[src/iprt_pkg.sv]
`timescale 1ns / 1ps
// Shared types, constants and helper functions of the IPv4 route table.
package iprt_pkg;

   localparam int ADDR_W          = 32;
   localparam int PREFIX_W        = 6;
   localparam int IFACE_W         = 4;
   localparam int IFACE_CNT_W     = 5;
   localparam int UP_MASK_W       = 16;
   localparam int OP_W            = 2;
   localparam int STATUS_W        = 2;
   localparam int CSR_DATA_W      = 32;
   localparam int CSR_ADDR_W      = 3;
   localparam int ROUTE_SLOTS_DEF = 16;
   localparam int IFACE_COUNT_DEF = 16;

   localparam logic [OP_W-1:0] OP_ADD    = 2'd0;
   localparam logic [OP_W-1:0] OP_DELETE = 2'd1;
   localparam logic [OP_W-1:0] OP_LOOKUP = 2'd2;

   localparam logic [STATUS_W-1:0] STATUS_OK        = 2'd0;
   localparam logic [STATUS_W-1:0] STATUS_NOT_FOUND = 2'd1;
   localparam logic [STATUS_W-1:0] STATUS_FULL      = 2'd2;

   // register index taken from paddr above the byte offset
   localparam logic CSR_IFACE_UP = 1'b0;

   typedef enum logic [1:0] {
      S_IDLE,
      S_SWEEP,
      S_HOLD
   } state_type;

   typedef struct packed {
      logic [OP_W-1:0]     op;
      logic [ADDR_W-1:0]   dest;
      logic [ADDR_W-1:0]   gateway;
      logic [ADDR_W-1:0]   netmask;
      logic [IFACE_W-1:0]  iface;
      logic                via;
      logic [PREFIX_W-1:0] prefix;
   } req_type;

   typedef struct packed {
      logic                valid;
      logic [ADDR_W-1:0]   dest;
      logic [PREFIX_W-1:0] prefix;
      logic [ADDR_W-1:0]   gateway;
      logic [IFACE_W-1:0]  iface;
      logic                via;
   } entry_type;

   // token that walks the row of cells, one cell per cycle
   typedef struct packed {
      logic                active;
      logic                found;
      logic                placed;
      logic [PREFIX_W-1:0] prefix;
      logic [ADDR_W-1:0]   gateway;
      logic [IFACE_W-1:0]  iface;
      logic                via;
   } carry_type;

   typedef struct packed {
      logic [STATUS_W-1:0] status;
      logic [ADDR_W-1:0]   hit_gateway;
      logic [IFACE_W-1:0]  hit_iface;
      logic                hit_via_gateway;
      logic [ADDR_W-1:0]   next_hop;
      logic [PREFIX_W-1:0] hit_prefix;
   } result_type;

   // 32 minus trailing zeros, zero for an all-zero mask
   function automatic logic [PREFIX_W-1:0] prefix_of(input logic [ADDR_W-1:0] mask);
      logic [ADDR_W-1:0]   x;
      logic [PREFIX_W-1:0] tz;
      x  = mask;
      tz = '0;
      if (x[15:0] == 16'h0) begin
         tz = tz + 6'd16;
         x  = x >> 16;
      end
      if (x[7:0] == 8'h0) begin
         tz = tz + 6'd8;
         x  = x >> 8;
      end
      if (x[3:0] == 4'h0) begin
         tz = tz + 6'd4;
         x  = x >> 4;
      end
      if (x[1:0] == 2'h0) begin
         tz = tz + 6'd2;
         x  = x >> 2;
      end
      if (x[0] == 1'b0) begin
         tz = tz + 6'd1;
      end
      if (mask == '0) begin
         return '0;
      end
      return PREFIX_W'(ADDR_W) - tz;
   endfunction

   // contiguous mask of a prefix length
   function automatic logic [ADDR_W-1:0] mask_of(input logic [PREFIX_W-1:0] prefix);
      if (prefix >= PREFIX_W'(ADDR_W)) begin
         return '1;
      end
      return ~({ADDR_W{1'b1}} >> prefix);
   endfunction

endpackage

[src/iprt_cell.sv]
`timescale 1ns / 1ps
// One route slot with its compare logic and the token register to the next slot.
module iprt_cell
   import iprt_pkg::*;
#(
   parameter int IFACE_COUNT = IFACE_COUNT_DEF
) (
   input  logic                 clock,
   input  logic                 reset,
   input  req_type              req,
   input  logic [UP_MASK_W-1:0] up_mask,
   input  carry_type            carry_in,
   output carry_type            carry_out,
   input  entry_type            next_entry,
   input  logic                 next_take,
   output entry_type            entry_out,
   output logic                 take_out
);

   entry_type entry_ff, entry_in;
   carry_type carry_ff, carry_in_nx;
   logic      iface_up;
   logic      look_hit;
   logic      del_hit;
   logic      add_here;
   logic [ADDR_W-1:0] look_mask;

   always_comb begin
      iface_up  = ({1'b0, entry_ff.iface} < IFACE_CNT_W'(IFACE_COUNT))
                  && up_mask[entry_ff.iface];
      look_mask = mask_of(entry_ff.prefix);
      look_hit  = entry_ff.valid && iface_up
                  && ((entry_ff.dest & look_mask) == (req.dest & look_mask));
      del_hit   = entry_ff.valid && (entry_ff.prefix == req.prefix)
                  && ((entry_ff.dest & req.netmask) == (req.dest & req.netmask));
      add_here  = carry_in.active && (req.op == OP_ADD)
                  && !entry_ff.valid && !carry_in.placed;
   end

   // hand this slot down when a delete hit lies at or before the slot below
   assign take_out = carry_in.active && (req.op == OP_DELETE) && carry_in.found;

   always_comb begin
      entry_in = entry_ff;
      if (next_take) begin
         entry_in = next_entry;
      end else if (add_here) begin
         entry_in.valid   = 1'b1;
         entry_in.dest    = req.dest;
         entry_in.prefix  = req.prefix;
         entry_in.gateway = req.gateway;
         entry_in.iface   = req.iface;
         entry_in.via     = req.via;
      end
   end

   always_comb begin
      carry_in_nx = carry_in;
      case (req.op)
         OP_ADD: begin
            carry_in_nx.placed = carry_in.placed || !entry_ff.valid;
         end
         OP_DELETE: begin
            carry_in_nx.found = carry_in.found || del_hit;
         end
         OP_LOOKUP: begin
            if (look_hit && (!carry_in.found || (entry_ff.prefix > carry_in.prefix))) begin
               carry_in_nx.found   = 1'b1;
               carry_in_nx.prefix  = entry_ff.prefix;
               carry_in_nx.gateway = entry_ff.gateway;
               carry_in_nx.iface   = entry_ff.iface;
               carry_in_nx.via     = entry_ff.via;
            end
         end
         default: begin
            carry_in_nx = carry_in;
         end
      endcase
   end

   always_ff @(posedge clock) begin
      if (reset) begin
         entry_ff.valid  <= 1'b0;
         carry_ff.active <= 1'b0;
      end else begin
         entry_ff <= entry_in;
         carry_ff <= carry_in_nx;
      end
   end

   assign carry_out = carry_ff;
   assign entry_out = entry_ff;

endmodule

[src/ipv4_route_table_lpm.sv]
`timescale 1ns / 1ps
// Top level of the IPv4 longest-prefix route table: request control, cell row, result and CSR.
//
// Bounded IPv4 route table built as a row of ROUTE_SLOTS cells, one route per cell, routes
// kept packed at the low cells in insertion order. Every request (add, delete, lookup) is
// served by a token that walks the row one cell per clock: each cell compares its own route
// against the held request and updates the token (free slot taken, first delete hit, best
// prefix so far). Delete closes the gap on the way: once the token has seen the hit, each
// later cell hands its route to the cell below, and the last cell empties at the end of the
// walk. From acceptance, a request's token passes every cell of the row and the result register is
// loaded before the next request can be accepted. Requests are taken one at a time; req_stall is
// high for the whole walk and while a finished result waits for a free output register. Lookup
// skips routes whose interface bit in iface_up_mask (CSR at byte address 0) is clear, or whose
// interface number is at or above IFACE_COUNT; ties on prefix length go to the earliest route.
// Results other than a lookup hit carry status only, every other field zero. Write the CSR only
// while no request is in flight.
module ipv4_route_table_lpm
   import iprt_pkg::*;
#(
   parameter int ROUTE_SLOTS = ROUTE_SLOTS_DEF,
   parameter int IFACE_COUNT = IFACE_COUNT_DEF
) (
   input  logic                  clock,
   input  logic                  reset,

   input  logic                  req_valid,
   output logic                  req_stall,
   input  logic [OP_W-1:0]       req_opcode,
   input  logic [ADDR_W-1:0]     req_dest_addr,
   input  logic [ADDR_W-1:0]     req_gateway_addr,
   input  logic [ADDR_W-1:0]     req_netmask,
   input  logic [IFACE_W-1:0]    req_iface_id,
   input  logic                  req_via_gateway,

   output logic                  rsp_valid,
   input  logic                  rsp_stall,
   output logic [STATUS_W-1:0]   rsp_status,
   output logic [ADDR_W-1:0]     rsp_hit_gateway,
   output logic [IFACE_W-1:0]    rsp_hit_iface,
   output logic                  rsp_hit_via_gateway,
   output logic [ADDR_W-1:0]     rsp_next_hop,
   output logic [PREFIX_W-1:0]   rsp_hit_prefix,

   input  logic                  csr_psel,
   input  logic                  csr_penable,
   input  logic                  csr_pwrite,
   input  logic [CSR_ADDR_W-1:0] csr_paddr,
   input  logic [CSR_DATA_W-1:0] csr_pwdata,
   output logic [CSR_DATA_W-1:0] csr_prdata,
   output logic                  csr_pready
);

   state_type state_ff, state_in;

   req_type    req_ff;
   logic       start_ff;
   logic [UP_MASK_W-1:0] iface_up_ff;

   result_type res;
   result_type hold_ff;
   result_type rsp_ff;
   logic       rsp_valid_ff;

   logic req_accept;
   logic out_free;
   logic load_fin;
   logic stash_fin;
   logic load_hold;

   carry_type carry_head;
   carry_type carry_w [0:ROUTE_SLOTS];
   entry_type entry_w [0:ROUTE_SLOTS];
   logic      take_w  [0:ROUTE_SLOTS];
   logic [ROUTE_SLOTS-1:0] slot_vld;
   logic [ROUTE_SLOTS:0]   token_vec;

   // ---------------------------------------------------------------- CSR port
   assign csr_pready = 1'b1;

   always_ff @(posedge clock) begin
      if (reset) begin
         iface_up_ff <= '0;
      end else if (csr_psel && csr_penable && csr_pwrite && csr_pready
                   && (csr_paddr[2] == CSR_IFACE_UP)) begin
         iface_up_ff <= csr_pwdata[UP_MASK_W-1:0];
      end
   end

   always_comb begin
      csr_prdata = '0;
      if (csr_paddr[2] == CSR_IFACE_UP) begin
         csr_prdata = {{(CSR_DATA_W-UP_MASK_W){1'b0}}, iface_up_ff};
      end
   end

   // ---------------------------------------------------------------- request control
   assign req_accept = req_valid && !req_stall;
   // the output register can take a result at this edge
   assign out_free   = !rsp_valid_ff || !rsp_stall;

   always_comb begin
      state_in = state_ff;
      case (state_ff)
         S_IDLE: begin
            if (req_accept) begin
               state_in = S_SWEEP;
            end
         end
         S_SWEEP: begin
            if (carry_w[ROUTE_SLOTS].active) begin
               state_in = out_free ? S_IDLE : S_HOLD;
            end
         end
         S_HOLD: begin
            if (out_free) begin
               state_in = S_IDLE;
            end
         end
         default: begin
            state_in = S_IDLE;
         end
      endcase
   end

   always_comb begin
      req_stall = 1'b1;
      load_fin  = 1'b0;
      stash_fin = 1'b0;
      load_hold = 1'b0;
      case (state_ff)
         S_IDLE: begin
            req_stall = 1'b0;
         end
         S_SWEEP: begin
            load_fin  = carry_w[ROUTE_SLOTS].active && out_free;
            stash_fin = carry_w[ROUTE_SLOTS].active && !out_free;
         end
         S_HOLD: begin
            load_hold = out_free;
         end
         default: begin
            req_stall = 1'b1;
         end
      endcase
   end

   always_ff @(posedge clock) begin
      if (reset) begin
         state_ff <= S_IDLE;
         start_ff <= 1'b0;
      end else begin
         state_ff <= state_in;
         start_ff <= req_accept;
      end
   end

   // hold the request steady for the whole walk; prefix length worked out once here
   always_ff @(posedge clock) begin
      if (req_accept) begin
         req_ff.op      <= req_opcode;
         req_ff.dest    <= req_dest_addr;
         req_ff.gateway <= req_gateway_addr;
         req_ff.netmask <= req_netmask;
         req_ff.iface   <= req_iface_id;
         req_ff.via     <= req_via_gateway;
         req_ff.prefix  <= prefix_of(req_netmask);
      end
   end

   // ---------------------------------------------------------------- row of cells
   // inject a fresh token into the first cell the cycle after acceptance
   always_comb begin
      carry_head        = '0;
      carry_head.active = start_ff;
   end

   assign carry_w[0] = carry_head;

   // past the last cell sits an empty slot; it moves in when a delete hit was seen
   assign entry_w[ROUTE_SLOTS] = '0;
   assign take_w[ROUTE_SLOTS]  = carry_w[ROUTE_SLOTS].active && (req_ff.op == OP_DELETE)
                                 && carry_w[ROUTE_SLOTS].found;

   for (genvar g = 0; g < ROUTE_SLOTS; g++) begin : g_cell
      iprt_cell #(
         .IFACE_COUNT (IFACE_COUNT)
      ) u_cell (
         .clock      (clock),
         .reset      (reset),
         .req        (req_ff),
         .up_mask    (iface_up_ff),
         .carry_in   (carry_w[g]),
         .carry_out  (carry_w[g+1]),
         .next_entry (entry_w[g+1]),
         .next_take  (take_w[g+1]),
         .entry_out  (entry_w[g]),
         .take_out   (take_w[g])
      );
      assign slot_vld[g] = entry_w[g].valid;
   end

   always_comb begin
      for (int k = 0; k <= ROUTE_SLOTS; k++) begin
         token_vec[k] = carry_w[k].active;
      end
   end

   // ---------------------------------------------------------------- result
   always_comb begin
      res = '0;
      case (req_ff.op)
         OP_ADD: begin
            res.status = carry_w[ROUTE_SLOTS].placed ? STATUS_OK : STATUS_FULL;
         end
         OP_DELETE: begin
            res.status = carry_w[ROUTE_SLOTS].found ? STATUS_OK : STATUS_NOT_FOUND;
         end
         OP_LOOKUP: begin
            if (carry_w[ROUTE_SLOTS].found) begin
               res.status          = STATUS_OK;
               res.hit_gateway     = carry_w[ROUTE_SLOTS].gateway;
               res.hit_iface       = carry_w[ROUTE_SLOTS].iface;
               res.hit_via_gateway = carry_w[ROUTE_SLOTS].via;
               res.next_hop        = carry_w[ROUTE_SLOTS].via ? carry_w[ROUTE_SLOTS].gateway
                                                              : req_ff.dest;
               res.hit_prefix      = carry_w[ROUTE_SLOTS].prefix;
            end else begin
               res.status = STATUS_NOT_FOUND;
            end
         end
         default: begin
            res.status = STATUS_OK;
         end
      endcase
   end

   // park a finished result while the output register is still taken
   always_ff @(posedge clock) begin
      if (stash_fin) begin
         hold_ff <= res;
      end
   end

   always_ff @(posedge clock) begin
      if (load_fin) begin
         rsp_ff <= res;
      end else if (load_hold) begin
         rsp_ff <= hold_ff;
      end
   end

   always_ff @(posedge clock) begin
      if (reset) begin
         rsp_valid_ff <= 1'b0;
      end else if (load_fin || load_hold) begin
         rsp_valid_ff <= 1'b1;
      end else if (!rsp_stall) begin
         rsp_valid_ff <= 1'b0;
      end
   end

   assign rsp_valid           = rsp_valid_ff;
   assign rsp_status          = rsp_ff.status;
   assign rsp_hit_gateway     = rsp_ff.hit_gateway;
   assign rsp_hit_iface       = rsp_ff.hit_iface;
   assign rsp_hit_via_gateway = rsp_ff.hit_via_gateway;
   assign rsp_next_hop        = rsp_ff.next_hop;
   assign rsp_hit_prefix      = rsp_ff.hit_prefix;

   // ---------------------------------------------------------------- assertions
   a_one_token : assert property (@(posedge clock) disable iff (reset)
      $onehot0(token_vec))
      else $error("more than one request token in the cell row");

   a_token_in_sweep : assert property (@(posedge clock) disable iff (reset)
      (token_vec != '0) |-> (state_ff == S_SWEEP))
      else $error("request token in the row outside a walk");

   a_hold_needs_out : assert property (@(posedge clock) disable iff (reset)
      (state_ff == S_HOLD) |-> rsp_valid_ff)
      else $error("result parked with a free output register");

   a_packed_slots : assert property (@(posedge clock) disable iff (reset)
      (state_ff == S_IDLE) |-> ((slot_vld & (slot_vld + 1'b1)) == '0))
      else $error("routes not packed at the low slots");

endmodule
[config.mk]
export PLATFORM = sky130hd
export DESIGN_NAME = ipv4_route_table_lpm
export DESIGN_NICKNAME = d
export VERILOG_FILES = /design/src/iprt_pkg.sv /design/src/iprt_cell.sv /design/src/ipv4_route_table_lpm.sv
export SDC_FILE = /design/constraint.sdc
export NUM_CORES = 2
export LEC_CHECK = 0
export BUFFER_PORTS_ARGS = -buffer_cell sky130_fd_sc_hd__clkbuf_2
export CAP_MARGIN = 0
export CORE_ASPECT_RATIO = 0.75
export CORE_MARGIN = 2
export CORE_UTILIZATION = 57
export CTS_CLUSTER_DIAMETER = 50
export DETAILED_ROUTE_END_ITERATION = 10
export PLACE_DENSITY = 0.74
export SYNTH_ARGS = -nofsm -noshare
export SYNTH_HDL_FRONTEND = slang
export SYNTH_SLANG_ARGS = --single-unit
[constraint.sdc]
create_clock -name clock -period 54.4 [get_ports clock]
set_input_delay 0 -clock clock [delete_from_list [all_inputs] [get_ports clock]]
set_output_delay 0 -clock clock [all_outputs]
set_load 0.05 [all_outputs]
After elaboration in Yosys (flattened, before gate mapping) --
Cells that the tools add are included.
Storage, ports and cells: output and inout bits 112, input bits 145, flip-flop bits (word level) 2235
Operators by class: bitwise gates (word level) 67, reduce and logical (&&, ||, !) cells 304, muxes and demuxes 230, equal/unequal tests 56, shifts and indexed selects 16, order comparisons 47, add/subtract/negate cells 5
Operators with widths (count):
- $mux W76 | 30
- $and A32 B32 Y32 | 49
- $mux W43 | 30
- $mux W32 | 33
- $eq A32 B32 Y1 | 32
- $not A32 Y32 | 16
- $shr A32 B6 Y32 const A | 16
- $mux W75 | 3
- $logic_and A1 B1 Y1 | 164
- $mux W77 | 2
- $eq A6 B6 Y1 | 16
- $ge A6 B6 Y1 const B | 16
- $gt A6 B6 Y1 | 15
- $lt A4 B5 Y1 const B | 16
- $mux W1 | 74
- $mux W6 | 11
- $bmux W1 S4 | 16
- $logic_not A1 Y1 | 49
- $logic_or A1 B1 Y1 | 47
- $reduce_and A2 Y1 | 17
- $reduce_bool A2 Y1 | 17
- $logic_not A32 Y1 | 1
- $pmux W1 S2 | 16
- $mux W15 | 2
- 23 further kinds | 37

Logic depth before layout (Yosys ltp) --
depth in word-level cells 17, gate-level depth with buffers 12, mapped depth without buffers 9

By module --
From an unflattened synthesis, not the netlist that was laid out.
Second synthesis, totals: cells, all modules 7947, area, all modules 117154.9 um2
By module, submodules not included:
- iprt_cell (g_cell[10].u_cell ...) | instances 15, area an instance 6633.9 um2, cells each 456
- ipv4_route_table_lpm | instances 1, area an instance 11024.3 um2, cells each 667
- iprt_cell (g_cell[0].u_cell) | instances 1, area an instance 6622.6 um2, cells each 440

Worst setup path after synthesis --
Ideal clock, no wire load.
path type input-to-reg, start point input port reset, end point register g_cell[13].u_cell.entry_ff (netlist bit g_cell[13].u_cell.entry_out[75]), library setup time 0.147 ns, setup slack 32.273 ns, stages 5, data required time 54.253 ns, arrival time 21.980 ns, buffers on the path 2, cells stage by stage clkbuf_1 inv_1 clkbuf_1 o21ai_0 a21oi_1
RTL lines:
- start: declaration | RTL line ipv4_route_table_lpm.sv:24 | input logic reset,
- end signal: assignment | RTL line iprt_cell.sv:86 | entry_ff <= entry_in;
- end: declaration | RTL line iprt_cell.sv:20 | entry_type entry_ff, entry_in;

==> flow_summary.yaml <==
routing:
  vias: 76000
  ant_nets: 0
  drtIter0Drc: 11200
  dr.pass1.iters: 8
  drc: 0
  avgRoutedWirePerCell_um: 36.4
  drt-total-wl_mm: 404
  vias_per_cell: 6.86
finish:
  regArea_sq_mm: 0.0666
  finalInstanceArea_sq_mm: 0.127
  nFillCells: 14200
  drive_gt1_share_pct: 32.6
  finalNetCount: 8466
  multiInputGateArea_sq_mm: 0.0432
  syn_to_final_growth_pct: 12.7
synth:
  ys_ff_latch: 2235
  synth_edf_count: 2183
  ys_async_sr_fraction_pct: 0
  seq_area_frac_synth_pct: 59.2
  synth_flop_cell: "edfxtp_1"
  ys_top_cells_by_area: "edfxtp_1 (58%), mux2_2 (18%), xor2_1 (3.8%)"
  synth_area_sq_mm: 0.112
  ys_warn_count: 0
  postSynthAreaPerCell_sq_um: 14.2
  synth_top_area_share_pct: 58.3
  synth_most_common_cell: "edfxtp_1"
  synthTopCellsByCount: "edfxtp_1 (2183), mux2_2 (1806), clkbuf_1 (508), xor2_1 (486), nand2_1 (278)"
  synth_top_area_cell: "edfxtp_1"
  synthDistinctLibCells: 86
  syn_inst: 7918
sta:
  tightest_slew_ns: 1.28
  final.period_utilization_pct: 9.87
  relSlewSlack_pct: 14.8
  final.setup.tns_ns: 0
  finalSetupViolations: 0
  setup_ws_ns: 49.03
  maxSlewViolCount: 0
  final_hold_viol_count: 0
  rsz0062_at_grt: "false"
  max_freq_mhz: 186
  fin_skew_ns: 0.113
  period_needed_ns: 5.37
setup_path:
  worst-r2r-cell-count: 10
  critPathLaunch: "req_ff[90]"
  arrival_ns: 6.05
  cp.required_ns: 55.08
  cpPeakStageDelay_ns: 1.01
  cp-start-kind: "flip-flop"
  crit_path_frequent_cell: "buf_4"
  r2r-end: "g_cell[14].u_cell.carry_out[24]"
  r2r_setup_slack_ns: 49.03
  path_class: "reg -> reg"
  critical_path.endpoint: "g_cell[14].u_cell.carry_out[24]"
  reg2reg_from: "req_ff[90]"
  cp_slowest_cell: "edfxtp_1"
  cp-end-kind: "flip-flop"
  path_cells: "buf_4 -> buf_4 -> xor2_1 -> maj3_1 -> o22ai_1 -> o21ai_0 -> o32ai_1 -> nand4_1 -> buf_4 -> mux2_2"
  crit_fanout: 37
place:
  dpl.hpwl_mm: 264
  detailed_place.area_sq_mm: 0.116
  gp_congestion: 1.01
  place_ws_ns: 49.26
  portBuffers: 221
grt:
  grt_overflow: 0
  grt_max_degree: 173
  antenna_found_initial: 27
  grtUsageTotal_pct: 39.4
  grt_pass1_vias: 73200
  grt_pass1_wl_mm: 559
clock_network:
  clockBufferDepth: 3
  clkLatencyLatePin_ns: 0.93
  htreeDepth: 4
  clkTransAtPathRegs_ns: 0.07
  root_buffer: "clkbuf_16"
  cts_sinks: 2235
  cts_tree: "yes"
  cts_buffers: 223
power:
  p_per_area_mw_per_mm2: 30.5
  max-vdd-ir-drop_uv: 35.4
  power.total_uw: 3870
  p_leak_uw: 0.0441
die:
  core-area_sq_mm: 0.197
  io-pin-count: 257
  start_util_pct: 57.2
  die_w_um: 517
  die_h_um: 389
  row_count: 141
  die_area_sq_mm: 0.201
hold_path:
  hold_class: "in -> reg"
outcome:
  status: "complete, no violations"
run:
  maxCapViolations: 0
kinds of logic after synthesis:
| family | Yosys count | share of synthesized area (%) |
|---|---|---|
| xor gates and xnor gates | 614 | 4.78 |
| other | 2 | 0.00668 |
| AOI/OAI and AO/OA | 1116 | 6.77 |
| DFF | 2235 | 59.2 |
| buffers and inverters | 800 | 2.88 |
| and+or+nand+nor | 1098 | 5.10 |
| adders and majority gates | 114 | 1.23 |
| muxes | 1939 | 20.0 |
report_power, final:
group          internal [uW]  switching (uW)
Clock                    885             716
Sequential              1930            33.6
Combinational            114             188
placed cells by master (no fill, tap or decap), types with 134 or more instances in the layout:
cell / Yosys / layout
edfxtp_1: 2183 / 2183
mux2_2: 1806 / 1806
clkbuf_2: 0 / 220
xor2_1: 486 / 486
inv_1: 160 / 159
and2_1: 135 / 134
clkbuf_16: 0 / 224
buf_4: 22 / 210
a21oi_1: 217 / 200
dlygate4sd3_1: 0 / 275
nand2_1: 278 / 277
o21ai_0: 248 / 248
nor2_1: 155 / 152
layout make-up:
class / count / area share, %
diodes: 15 / 0.0296
repair buffers: 708 / 4.32
flip-flops and latches: 2235 / 52.5
clock buffers: 282 / 4.66
inverters: 160 / 0.480
well taps: 2645 / 2.61
multi-input cells: 4898 / 34.1
clock inverters: 137 / 1.33
routing by layer:
layer | vias up | part of all wire (%) | track usage (%)
met5 | - | 0.039 | 0
met4 | 15 | 4.2 | 14.6
met3 | 1006 | 13 | 12.8
met2 | 5264 | 44 | 57.6
met1 | 38800 | 40 | 55.0
li1 | 30900 | - | -
stage by stage:
step	cells	utilization [%]	hold slack, ns
after CTS	11100	64.5	0.0610
after detailed placement	10400	59.2	0.179
after global placement	10400	59.2	0.176
after floorplan	7933	-	0.0989
after global routing	11100	64.5	0.131
final	11100	64.5	0.108
timing repair:
item / 4_1_cts / 5_1_grt
buffers inserted: 0 / 0
resized for setup: 0 / 0
endpoints found under the hold margin: 220 / 0
hold buffers: 275 / 0
flip-flops by register name (all words and copies together) (netlist names):
name and flops:
rsp_hit_prefix 6, start_ff 1, req_ff 109, g_cell.u_cell.carry_out 736, g_cell.u_cell.entry_out 1216, rsp_status 2, rsp_next_hop 32, rsp_valid 1
rsp_hit_via_gateway 1, rsp_hit_iface 4, state_ff 2, iface_up_ff 16, rsp_hit_gateway 32, hold_ff 77
worst min-delay path by stage:
stage	from	endpoint	slack (ns)	depth (start not counted)
floorplan	req_dest_addr[25]	req_ff[100]	0.1	0
global placement	req_dest_addr[29]	req_ff[104]	0.18	1
detailed placement	req_iface_id[3]	req_ff[10]	0.18	1
CTS	rsp_stall	state_ff[1]	0.06	4
global route	rsp_stall	state_ff[1]	0.13	4
finish	rsp_stall	state_ff[1]	0.11	4
worst max-delay path, delay by kind of cell, from the launching register on:
family,cells,cell delay (ns)
flops,1,1.01
fa+ha+maj,1,0.37
xor+xnor,1,0.19
buf+inv,3,1.61
compound gates,3,0.62
mux,1,0.39
simple gates,1,0.85
Note: power is estimated with default switching activity, not from simulation.
